**src/gmsh_pkg.sv**
```systemverilog
// Package: shared constants, state types, a hash step function for the string hasher.
package gmsh_pkg;

  localparam int unsigned DataW   = 32;
  localparam int unsigned PosW    = 8;
  localparam int unsigned StatusW = 2;
  localparam int unsigned CfgIdxW = 1;

  localparam logic [PosW-1:0]  MAX_SCAN   = 8'd255;
  localparam logic [7:0]       QUOTE_CHAR = 8'h22;
  localparam logic [7:0]       NUL_CHAR   = 8'h00;
  localparam logic [DataW-1:0] GROUP_INIT = 32'd1;

  localparam logic [CfgIdxW-1:0] REG_QUOTED_MODE = 1'd0;
  localparam logic [CfgIdxW-1:0] REG_NO_HASH     = 1'd1;

  localparam logic [StatusW-1:0] ST_OK       = 2'd0;
  localparam logic [StatusW-1:0] ST_TOO_LONG = 2'd1;
  localparam logic [StatusW-1:0] ST_NO_QUOTE = 2'd2;

  typedef struct packed {
    logic [DataW-1:0] accumulator;
    logic [DataW-1:0] group_word;
    logic [PosW-1:0]  position;
    logic             active;
  } hash_state_t;

  typedef struct packed {
    logic               valid;
    logic [DataW-1:0]   hash_value;
    logic [StatusW-1:0] status;
  } hash_result_t;

  // x * 1610612741 mod 2^32; the constant is 2^30 + 2^29 + 2^2 + 1
  function automatic logic [DataW-1:0] mult_const(input logic [DataW-1:0] x);
    mult_const = (x << 30) + (x << 29) + (x << 2) + x;
  endfunction

endpackage

```
**src/gmsh_in_if.sv**
```systemverilog
// Interface: input byte channel.
interface gmsh_in_if;
  logic       valid;
  logic       ready;
  logic       start_of_string;
  logic [7:0] byte_value;

  modport source (output valid, start_of_string, byte_value, input ready);
  modport sink   (input valid, start_of_string, byte_value, output ready);
endinterface

```
**src/gmsh_out_if.sv**
```systemverilog
// Interface: hash result channel.
interface gmsh_out_if;
  logic        valid;
  logic        ready;
  logic [31:0] hash_value;
  logic [1:0]  status;

  modport source (output valid, hash_value, status, input ready);
  modport sink   (input valid, hash_value, status, output ready);
endinterface

```
**src/gmsh_cfg_if.sv**
```systemverilog
// Interface: configuration register write channel.
interface gmsh_cfg_if;
  logic        valid;
  logic        ready;
  logic        index;
  logic [31:0] data;

  modport source (output valid, index, data, input ready);
  modport sink   (input valid, index, data, output ready);
endinterface

```
**src/gmsh_step.sv**
```systemverilog
// Combinational hash step: next state and optional result for one byte.
module gmsh_step (
  input  gmsh_pkg::hash_state_t              state,
  input  logic                               start_of_string,
  input  logic [7:0]                         byte_value,
  input  logic                               quoted_mode,
  input  logic [gmsh_pkg::DataW-1:0]         no_hash_value,
  output gmsh_pkg::hash_state_t              state_next,
  output gmsh_pkg::hash_result_t             result
);
  import gmsh_pkg::*;

  hash_state_t      s;
  logic [7:0]       term;
  logic [DataW-1:0] ext;
  logic [DataW-1:0] shifted;
  logic [DataW-1:0] gw_mix;
  logic [PosW-1:0]  pos_inc;

  always_comb begin
    s = state;
    if (start_of_string) begin
      s.accumulator = '0;
      s.group_word  = GROUP_INIT;
      s.position    = '0;
      s.active      = 1'b1;
    end
  end

  assign term = quoted_mode ? QUOTE_CHAR : NUL_CHAR;
  assign ext  = {{(DataW-8){byte_value[7]}}, byte_value};

  always_comb begin
    case (s.position[1:0])
      2'd0:    shifted = ext << 1;
      2'd1:    shifted = ext << 8;
      2'd2:    shifted = ext << 15;
      2'd3:    shifted = ext << 22;
      default: shifted = ext;
    endcase
  end

  assign gw_mix  = s.group_word ^ shifted;
  assign pos_inc = s.position + 8'd1;

  always_comb begin
    state_next        = s;
    result.valid      = 1'b0;
    result.hash_value = no_hash_value;
    result.status     = ST_OK;
    if (s.active) begin
      if (quoted_mode && s.position == '0) begin
        if (byte_value != QUOTE_CHAR) begin
          result.valid      = 1'b1;
          result.status     = ST_NO_QUOTE;
          state_next.active = 1'b0;
        end else begin
          state_next.position = 8'd1;
        end
      end else if (byte_value == term) begin
        result.valid      = 1'b1;
        result.hash_value = s.accumulator ^ s.group_word;
        state_next.active = 1'b0;
      end else begin
        state_next.position = pos_inc;
        if (pos_inc[1:0] == 2'd0) begin
          state_next.accumulator = mult_const(s.accumulator ^ gw_mix);
          state_next.group_word  = GROUP_INIT;
        end else begin
          state_next.group_word = gw_mix;
        end
        if (pos_inc >= MAX_SCAN) begin
          result.valid      = 1'b1;
          result.status     = ST_TOO_LONG;
          state_next.active = 1'b0;
        end
      end
    end
  end

endmodule

```
**src/grouped_multiply_string_hash.sv**
```systemverilog
// Top level: grouped multiply string hasher, one byte per item.
//
// Usage:
//   req carries one string byte per item with start_of_string on the first byte.
//   rsp carries at most one result per byte: hash_value and status
//   (ok, string too long, missing opening quote). On error hash_value is the
//   no-hash register value. Bytes outside a string are dropped silently.
//   cfg writes register 0 (quoted mode) or 1 (no-hash value); always ready.
//   Write configuration only while no string result is pending.
// Timing:
//   An accepted byte sits in an input register, is hashed once the output
//   register is free and its result lands in the output register, which
//   drives rsp. One byte per cycle sustained while rsp does not stall; the
//   group multiply is a constant shift-add in the same cycle as the byte
//   merge.
// Reset:
//   rst (sync, active high) clears both stages, the hash state (idle) and the
//   configuration registers.
// Backpressure:
//   While rsp is stalled with a result held, the input stage holds its byte
//   and req.ready drops once that stage is full.
module grouped_multiply_string_hash (
  input  logic       clk,
  input  logic       rst,
  gmsh_in_if.sink    req,
  gmsh_out_if.source rsp,
  gmsh_cfg_if.sink   cfg
);
  import gmsh_pkg::*;

  logic             quoted_mode;
  logic [DataW-1:0] no_hash_value;

  logic       in_valid;
  logic       in_start;
  logic [7:0] in_byte;

  logic               out_valid;
  logic [DataW-1:0]   out_hash;
  logic [StatusW-1:0] out_status;

  hash_state_t  state;
  hash_state_t  state_next;
  hash_result_t result;

  logic out_free;
  logic advance;

  assign out_free  = !out_valid || rsp.ready;
  assign advance   = in_valid && out_free;
  assign req.ready = !in_valid || out_free;
  assign cfg.ready = 1'b1;

  always_ff @(posedge clk) begin
    if (rst) begin
      quoted_mode   <= 1'b0;
      no_hash_value <= '0;
    end else if (cfg.valid) begin
      case (cfg.index)
        REG_QUOTED_MODE: quoted_mode   <= cfg.data[0];
        REG_NO_HASH:     no_hash_value <= cfg.data;
        default:         ;
      endcase
    end
  end

  always_ff @(posedge clk) begin
    if (rst) begin
      in_valid <= 1'b0;
    end else if (req.valid && req.ready) begin
      in_valid <= 1'b1;
    end else if (advance) begin
      in_valid <= 1'b0;
    end
  end

  always_ff @(posedge clk) begin
    if (req.valid && req.ready) begin
      in_start <= req.start_of_string;
      in_byte  <= req.byte_value;
    end
  end

  gmsh_step u_step (
    .state           (state),
    .start_of_string (in_start),
    .byte_value      (in_byte),
    .quoted_mode     (quoted_mode),
    .no_hash_value   (no_hash_value),
    .state_next      (state_next),
    .result          (result)
  );

  always_ff @(posedge clk) begin
    if (rst) begin
      state.accumulator <= '0;
      state.group_word  <= GROUP_INIT;
      state.position    <= '0;
      state.active      <= 1'b0;
    end else if (advance) begin
      state <= state_next;
    end
  end

  always_ff @(posedge clk) begin
    if (rst) begin
      out_valid <= 1'b0;
    end else if (advance && result.valid) begin
      out_valid <= 1'b1;
    end else if (rsp.ready) begin
      out_valid <= 1'b0;
    end
  end

  always_ff @(posedge clk) begin
    if (advance && result.valid) begin
      out_hash   <= result.hash_value;
      out_status <= result.status;
    end
  end

  assign rsp.valid      = out_valid;
  assign rsp.hash_value = out_hash;
  assign rsp.status     = out_status;

  a_status_legal: assert property (@(posedge clk) disable iff (rst)
    out_valid |-> (out_status == ST_OK || out_status == ST_TOO_LONG ||
                   out_status == ST_NO_QUOTE))
    else $error("illegal status code");

  a_error_hash: assert property (@(posedge clk) disable iff (rst)
    (advance && result.valid && result.status != ST_OK)
      |=> (out_hash == $past(no_hash_value)))
    else $error("error result without no-hash value");

  a_pos_bound: assert property (@(posedge clk) disable iff (rst)
    state.active |-> (state.position < MAX_SCAN))
    else $error("active string beyond scan limit");

  a_group_reset: assert property (@(posedge clk) disable iff (rst)
    (state.active && state.position[1:0] == 2'd0) |-> (state.group_word == GROUP_INIT))
    else $error("group word not reset at group boundary");

  a_no_drop: assert property (@(posedge clk) disable iff (rst)
    (in_valid && !out_free) |=> in_valid)
    else $error("stalled byte lost");

endmodule
```
**src/flat_wrapper.sv**
```systemverilog
// flat-port wrapper written by rule: the top's interface ports become plain ports
module grouped_multiply_string_hash_flat import gmsh_pkg::*;
  (clk, rst, req_valid, req_start_of_string, req_byte_value, req_ready, rsp_valid, rsp_hash_value, rsp_status, rsp_ready, cfg_valid, cfg_index, cfg_data, cfg_ready);
  gmsh_in_if req_i ();
  gmsh_out_if rsp_i ();
  gmsh_cfg_if cfg_i ();
  input  logic clk;
  input  logic rst;
  input wire logic [$bits(req_i.valid)-1:0] req_valid;
  input wire logic [$bits(req_i.start_of_string)-1:0] req_start_of_string;
  input wire logic [$bits(req_i.byte_value)-1:0] req_byte_value;
  output wire logic [$bits(req_i.ready)-1:0] req_ready;
  output wire logic [$bits(rsp_i.valid)-1:0] rsp_valid;
  output wire logic [$bits(rsp_i.hash_value)-1:0] rsp_hash_value;
  output wire logic [$bits(rsp_i.status)-1:0] rsp_status;
  input wire logic [$bits(rsp_i.ready)-1:0] rsp_ready;
  input wire logic [$bits(cfg_i.valid)-1:0] cfg_valid;
  input wire logic [$bits(cfg_i.index)-1:0] cfg_index;
  input wire logic [$bits(cfg_i.data)-1:0] cfg_data;
  output wire logic [$bits(cfg_i.ready)-1:0] cfg_ready;
  assign req_i.valid = req_valid;
  assign req_i.start_of_string = req_start_of_string;
  assign req_i.byte_value = req_byte_value;
  assign req_ready = req_i.ready;
  assign rsp_valid = rsp_i.valid;
  assign rsp_hash_value = rsp_i.hash_value;
  assign rsp_status = rsp_i.status;
  assign rsp_i.ready = rsp_ready;
  assign cfg_i.valid = cfg_valid;
  assign cfg_i.index = cfg_index;
  assign cfg_i.data = cfg_data;
  assign cfg_ready = cfg_i.ready;
  grouped_multiply_string_hash u_core (.clk(clk), .rst(rst), .req(req_i), .rsp(rsp_i), .cfg(cfg_i));
endmodule
```
**config.mk**
```make
export PLATFORM = sky130hd
export DESIGN_NAME = grouped_multiply_string_hash_flat
export DESIGN_NICKNAME = d
export VERILOG_FILES = /design/src/gmsh_pkg.sv /design/src/gmsh_in_if.sv /design/src/gmsh_out_if.sv /design/src/gmsh_cfg_if.sv /design/src/gmsh_step.sv /design/src/grouped_multiply_string_hash.sv /design/src/flat_wrapper.sv
export SDC_FILE = /design/constraint.sdc
export NUM_CORES = 1
export LEC_CHECK = 0
export BUFFER_PORTS_ARGS = -buffer_cell sky130_fd_sc_hd__buf_2
export CORE_MARGIN = 3
export CORE_UTILIZATION = 40
export CTS_BUF_LIST = sky130_fd_sc_hd__clkbuf_16
export CTS_CLUSTER_DIAMETER = 80
export CTS_CLUSTER_SIZE = 16
export DETAILED_ROUTE_END_ITERATION = 10
export PLACE_DENSITY = 0.67
export SKIP_CTS_REPAIR_TIMING = 1
export SYNTH_ARGS = -nofsm -noshare
export SYNTH_HDL_FRONTEND = slang
export SYNTH_SLANG_ARGS = --single-unit
```
**constraint.sdc**
```tcl
create_clock -name clk -period 4.8 [get_ports clk]
set_input_delay 1.44 -clock clk [delete_from_list [all_inputs] [get_ports clk]]
set_output_delay 1.44 -clock clk [all_outputs]
set_load 0.03 [all_outputs]
```
==> results of run 1 <==
[metal layers]
layer,share of wire [%],vias up,track usage [%],wire length (um)
li1,-,4120,-,-
met1,43,4028,26.5,11600
met2,48,263,34.1,12900
met3,5.7,55,4.23,1520
met4,2.8,0,6.27,758
met5,0,-,0,0
[cell families after synthesis]
family                     share of synthesized area, %
AOI/OAI and AO/OA                                  22.1
xor gates and xnor gates                           8.23
adders and majority gates                          10.7
buffers and inverters                              4.40
DFF                                                36.4
muxes                                              1.39
other                                            0.0396
and+or+nand+nor                                    16.7
[state kept, by name, indices dropped and copies added (netlist names)]
name	flops
u_core.in_valid	1
u_core.in_byte	8
u_core.rsp.hash_value	32
u_core.no_hash_value	32
u_core.in_start	1
u_core.quoted_mode	1
u_core.rsp.valid	1
u_core.rsp.status	2
u_core.state	73
[layout by cell type (no fill, tap or decap), drive strengths merged, types with 9 or more instances in the layout]
| cell type | instances |
|---|---|
| a21o | 13 |
| a21oi | 110 |
| a22o | 10 |
| a22oi | 33 |
| a31oi | 9 |
| and2 | 9 |
| buf | 124 |
| clkbuf | 17 |
| dfxtp | 108 |
| edfxtp | 43 |
| ha | 75 |
| inv | 34 |
| mux2 | 9 |
| nand2 | 159 |
| nand2b | 9 |
| nand3 | 16 |
| nor2 | 108 |
| nor2b | 17 |
| o211ai | 13 |
| o21ai | 53 |
| o31ai | 31 |
| xnor2 | 71 |
| xor2 | 18 |
[report_power, final]
group / total [mW] / internal [mW] / switching (mW)
clock network: 1.34 / 0.766 / 0.573
logic: 1.21 / 0.513 / 0.700
registers: 1.39 / 1.34 / 0.0438
[metrics by stage]
| step | cells | total power [mW] | util [%] | worst slack (ns) |
|---|---|---|---|---|
| 2_1_floorplan | 1117 | 2.27 | - | 0.00533 |
| 3_3_place_gp | 1483 | 2.55 | 44.8 | 0.140 |
| 3_5_place_dp | 1483 | 2.57 | 44.8 | -0.0259 |
| 4_1_cts | 1515 | 3.92 | 47.3 | -0.0433 |
| 5_1_grt | 1516 | 4.16 | 47.7 | -0.105 |
| 6_report | 1516 | 3.94 | 47.7 | 0.131 |
[layout make-up]
cell class / count / area, um2
fill: 2250 / 12000
multi-input combinational: 866 / 5710
sequential: 151 / 3450
timing repair buffer: 124 / 732
clock buffer: 17 / 425
tap: 313 / 392
clock inverter: 15 / 153
inverter: 30 / 113
[critical path, stage by stage (launching register included)]
cell       delay [ns]
edfxtp_1         0.47
nor2b_2          0.36
a21oi_1          0.06
o311ai_0         0.48
buf_4            0.22
xnor2_1          0.16
ha_1             0.28
ha_1             0.30
ha_1             0.37
and3_1           0.25
o2111ai_1        0.26
o22a_1           0.35
o311a_1          0.35
a211oi_1         0.25
o21ai_0          0.12
a32o_1           0.26
[final timing paths]
path	startpoint	end	depth (start not counted)
hold / removal	u_core.no_hash_value[27]	u_core.no_hash_value[27]	2
setup / recovery	u_core.in_byte[7]	u_core.state[70]	15
setup reg to reg	u_core.in_byte[7]	u_core.state[70]	15
hold reg to reg	u_core.no_hash_value[27]	u_core.no_hash_value[27]	2
==> summary.md, run 1 <==
| Metric | Value |
|---|---|
| CTS sink count | `roughly 150` |
| Routed Wire Length | `around 27000 um` |
| Synth Instances | `between 1000 and 1500` |
| Die Ht | `~160 um` |
| Root Driver | `clkbuf_16` |
| Initial core utilization | `around two fifths` |
| Worst vdd ir | `a little over 0.2 mV` |
| Most common flop cell mapped by yosys | `dfxtp_1` |
| Via count | `8466` |
| Htree depth | `4` |
| Setup slack, reg-to-reg | `roughly 0.13 ns` |
| Hold Slack | `0.453 ns` |
| Static leakage | `between 4 and 5 nW` |
| Fmax | `between 200 and 250 MHz` |
| Vias in the first global route | `~8000` |
| Crit Path Category | `flip-flop to flip-flop` |
| CTS buffer count | `17` |
| Gr usage total | `between 20% and 30%` |
| Mapped Nets | `roughly 1200` |
| # IOs | `84` |
| Vias per inst | `~5.6` |
| Clock insertion delay at the later pin of the skew report | `roughly 0.43 ns` |
| Worst slew pin tran | `0.824 ns` |
| Worst setup EP type | `flip-flop` |
| Rows | `55` |
| Critical path arrival | `4.99 ns` |
| Fin crit period | `between 4 and 5 ns` |
| # DRC | `0` |
| Placer Congestion | `0.933` |
| Post-route ant nets | `0` |
| Initial antenna violation count | `0` |
| Synth cell count leaders | `nand2_1 (159), a21oi_1 (110), dfxtp_1 (108), nor2_1 (108), ha_1 (75)` |
| Max Root-Sink Buffers | `2` |
| DRT iter0 DRCs | `between 700 and 800` |
| Max-slew violations | `0` |
| Die boundary width | `between 150 and 200 um` |
| Cell with the most instances after synthesis | `nand2_1` |
| Clock tree from TritonCTS | `yes` |
| Synth warn | `0` |
| Nets | `1316` |
| Dpl hpwl | `between 15000 and 20000 um` |
| # setup viols final | `0` |
| Layout area overhead | `15.8%` |
| Post-synth top area cell | `dfxtp_1` |
| Syn_area_per_cell | `approximately 8.5 um2` |
| Setup TNS | `0 ns` |
| Pwr Density | `around 360 mW/mm2` |
| Core ar. | `around 0.023 mm2` |
| Number of synthesized flops with an enable pin | `43` |
| Slew HR | `about 45%` |
| Worst Path Required | `roughly 5 ns` |
| Status | `finished clean` |
| Area after DPL | `between 0.01 and 0.015 mm2` |
| Final worst path period share | `97.3%` |
| Crit path max fanout | `7` |
| Max_cap viols | `0` |
| Asr flop ratio synth | `0%` |
| Post-Route Skew | `~0.011 ns` |
| Buffers on Ports | `between 80 and 90` |
| Post-route cell area | `0.0110 mm2` |
| #FFs+latches synth | `151` |
| Worst min path class | `flip-flop to flip-flop` |
| Netlist cell types | `a little under 70` |
| Ant diodes | `0` |
| Largest net degree at the start of global routing | `55` |
| CP startpoint kind | `flip-flop` |
| CTS clk-pin slew, worst paths | `approximately 0.06 ns` |
| Area share of the largest cell type after synthesis | `between 20% and 30%` |
| First-pass GRT wire length | `around 42000 um` |
| Dominant cells by area after synthesis | `dfxtp_1 (23%), edfxtp_1 (14%), ha_1 (9.9%)` |
| Total grt overflow | `0` |
| TritonRoute pass-1 iters | `9` |
| Die footprint | `0.0256 mm2` |
| Post-Syn Area | `0.00948 mm2` |
| Layout cells sized above 1 | `between 10% and 20%` |
| Sequential area share after synthesis | `~36%` |
| Final hold vios | `0` |
| Post-DR wirelength/cell | `around 18 um` |
Note: power is estimated with default switching activity, not from simulation.
==> run 2, diff against run 1 <==
Settings changed: CORE_MARGIN 3 to 2, CORE_UTILIZATION 40 to 36, PLACE_DENSITY 0.67 to 0.63, SKIP_CTS_REPAIR_TIMING 1 to not set.
==> run 2 against run 1 <==
Against the previous run: register-to-register slack improved by 0.04 ns; final cell count increased by 1.9%; first-iteration DRC count decreased by 5.0%; via count decreased by 0.27%; critical path depth increased by 1; routed wire length increased by 1.2%; clock-buffer cell count increased by 1; maximum frequency increased by 0.80%; core utilization decreased by 5.3 points; final area increased by 0.56%; clock power increased by 4%; critical path type unchanged; highest routed layer unchanged.
==> summary.md, run 2 (synthesis results as in run 1) <==
| Metric | Value |
|---|---|
| Status | `finished clean` |
| RR Endpoint | `u_core.state[69]` |
| PnR worst setup slack | `0.168 ns (+0.0370 ns)` |
| Fmax | `216 MHz (+0.80%)` |
| Area of the multi-input gates | `0.00566 mm2 (-0.75%)` |
| CP startpoint | `u_core.state[2]` |
| Tot Pwr | `4.00 mW (+1.6%)` |
| Worst slew pin tran | `1.13 ns (+0.305 ns)` |
| Post-CTS Hold Buffers | `0` |
| Initial core utilization | `36.5% (-4.8 points)` |
| Nets | `1323 (+0.53%)` |
| Share of power burned in registers | `34.8% (-0.4 points)` |
| Worst min path class | `flip-flop to flip-flop` |
| Placer Congestion | `0.892 (-4.4%)` |
| Max-slew violations | `0 (unchanged)` |
| Largest net degree at the start of global routing | `65 (+18%)` |
| Post-route ant nets | `0 (unchanged)` |
| Post-DR wirelength/cell | `17.5 um (-0.71%)` |
| CP startpoint kind | `flip-flop` |
| # DRC | `0 (unchanged)` |
| Max_cap viols | `0 (unchanged)` |
| Clock power share | `34.8% (+0.8 points)` |
| Vias per inst | `5.46 (-2.1%)` |
| Worst Path Required | `5.12 ns (about the same)` |
| CTS sink count | `151 (unchanged)` |
| Critical Path Sink | `u_core.state[69]` |
| Worst r2r path cells | `16 (+1)` |
| Reg with most FFs | `u_core.state` |
| Ant diodes | `0 (unchanged)` |
| Vias in the first global route | `8014 (+0.70%)` |
| Cell-internal power | `2.68 mW (+2.0%)` |
| Via count | `8443 (-0.27%)` |
| Crit path max fanout | `22 (+15)` |
| Layout area overhead | `16.5%` |
| Net Sw Frac | `33.2% (-0.24 points)` |
| FF/Latch Area | `0.00345 mm2 (unchanged)` |
| Total grt overflow | `0 (unchanged)` |
| Rows | `59 (+7.3%)` |
| Max Root-Sink Buffers | `2 (unchanged)` |
| Critical path arrival | `4.96 ns (-0.03 ns)` |
| Final hold vios | `0 (unchanged)` |
| Htree depth | `4 (unchanged)` |
| Clock insertion delay at the later pin of the skew report | `0.43 ns (about the same)` |
| Post-Route Skew | `0.00790 ns (-0.00280 ns)` |
| Dpl hpwl | `19000 um (-0.91%)` |
| Place WS | `0.0574 ns (+0.0833 ns)` |
| CTS buffer count | `17 (unchanged)` |
| TritonRoute pass-1 iters | `5 (-4)` |
| R2R Path Start | `u_core.state[2]` |
| Layout cells sized above 1 | `15.5% (-0.17 points)` |
| Die footprint | `0.0276 mm2 (+8.1%)` |
| Static leakage | `4.44 nW (+0.90%)` |
| DRT iter0 DRCs | `717 (-5.0%)` |
| Crit Path Category | `flip-flop to flip-flop` |
| Most frequent cells in the layout | `nand2_1 (157), a21oi_1 (110), nor2_1 (107), dfxtp_1 (107), buf_2 (81)` |
| Filler Cells Inserted | `2570 (+14%)` |
| Die boundary width | `166 um (+4.0%)` |
| NetSw | `1.33 mW (+0.88%)` |
| Comb pwr share | `30.5% (-0.3 points)` |
| Setup slack, reg-to-reg | `0.17 ns (+0.04 ns)` |
| Worst setup EP type | `flip-flop` |
| Initial antenna violation count | `0 (unchanged)` |
| Pwr Density | `363 mW/mm2 (+1.0%)` |
| First-pass GRT wire length | `42400 um (+0.90%)` |
| Fin crit period | `4.63 ns (-0.0370 ns)` |
| Die Ht | `166 um (+4.0%)` |
| Gr usage total | `19.2% (-1.2 points)` |
| Final worst path period share | `96.5% (-0.77 points)` |
| # IOs | `84 (unchanged)` |
| Slew HR | `24.7% (-20 points)` |
| Buffers on Ports | `82 (unchanged)` |
| Root Driver | `clkbuf_16` |
| Routed Wire Length | `27000 um (+1.2%)` |
| CTS clk-pin slew, worst paths | `0.06 ns (about the same)` |
| Worst vdd ir | `0.186 mV (-9.2%)` |
| Core ar. | `0.0260 mm2 (+13%)` |
| Commonest non-fill, non-tap cell in the layout | `nand2_1` |
| Finished Core Util | `42.5% (-5.3 points)` |
| Max FFs per register | `73 (unchanged)` |
| # setup viols final | `0 (unchanged)` |
| Setup TNS | `0 ns (unchanged)` |
| Clock tree from TritonCTS | `yes` |
[run 2: changes by cell type in the layout (fill, tap and decap cells not counted), sizes merged]
| cell | previous run | this run |
|---|---|---|
| clkbuf | 17 | 18 |
| clkinv | 4 | 6 |
| clkinvlp | 5 | 1 |
| buf | 124 | 130 |
| nor2b | 17 | 18 |
| inv | 34 | 35 |
[run 2: area by class of cell]
class	count	area share, %
tap	335	3.80
inverter	30	1.02
clock inverter	14	1.33
timing repair buffer	130	7.15
clock buffer	18	4.08
multi-input combinational	867	51.3
sequential	151	31.3
[run 2: critical path, stage by stage, from the launching register on]
cell       delay [ns]
dfxtp_1          0.32
buf_4            0.25
nand2b_1         0.27
a21boi_0         0.13
o31ai_1          0.43
xnor2_1          0.25
xor2_1           0.21
ha_1             0.32
ha_1             0.31
a21oi_1          0.26
o2111ai_1        0.16
a41o_1           0.29
a2111o_1         0.39
o211a_1          0.21
o21a_1           0.17
or3_1            0.30
a32o_1           0.24
[run 2: repair_timing]
action / in CTS / in global routing
endpoints found under the setup margin: 0 / 13
gates resized for setup: 0 / 11
buffers inserted: 0 / 1
[run 2: worst min-delay path by stage]
| stage | from | endpoint | slack [ns] | cells after the start |
|---|---|---|---|---|
| 2_1_floorplan | u_core.no_hash_value[22] | u_core.no_hash_value[22] | 0.43 | 2 |
| 3_3_place_gp | u_core.no_hash_value[24] | u_core.no_hash_value[24] | 0.44 | 2 |
| 3_5_place_dp | u_core.no_hash_value[27] | u_core.no_hash_value[27] | 0.45 | 2 |
| 4_1_cts | u_core.no_hash_value[28] | u_core.no_hash_value[28] | 0.46 | 2 |
| 5_1_grt | u_core.no_hash_value[31] | u_core.no_hash_value[31] | 0.47 | 2 |
| 6_report | u_core.no_hash_value[26] | u_core.no_hash_value[26] | 0.45 | 2 |
[run 2: layer usage]
metal  GRT usage [%]  share of wire [%]
met1            25.4                 45
met2            31.0                 47
met3            3.43                5.7
met4            7.72                3.2
met5               0                  0
[run 2: metrics by stage]
step                      instance area, um2  hold slack (ns)  std cells
after detailed placement               10400            0.447       1511
after CTS                              11000            0.456       1543
final                                  11000            0.452       1545
after floorplan                         9480            0.433       1117
after global routing                   11000            0.474       1545
after global placement                 10400            0.439       1511
[run 2: power groups by stage]
stage | combinational [mW] | sequential (mW) | clock, mW
finish | 1.22 | 1.39 | 1.39
global route | 1.36 | 1.39 | 1.46
CTS | 1.20 | 1.39 | 1.41
detailed placement | 1.19 | 1.42 | 0
global placement | 1.18 | 1.42 | 0
floorplan | 0.874 | 1.40 | 0
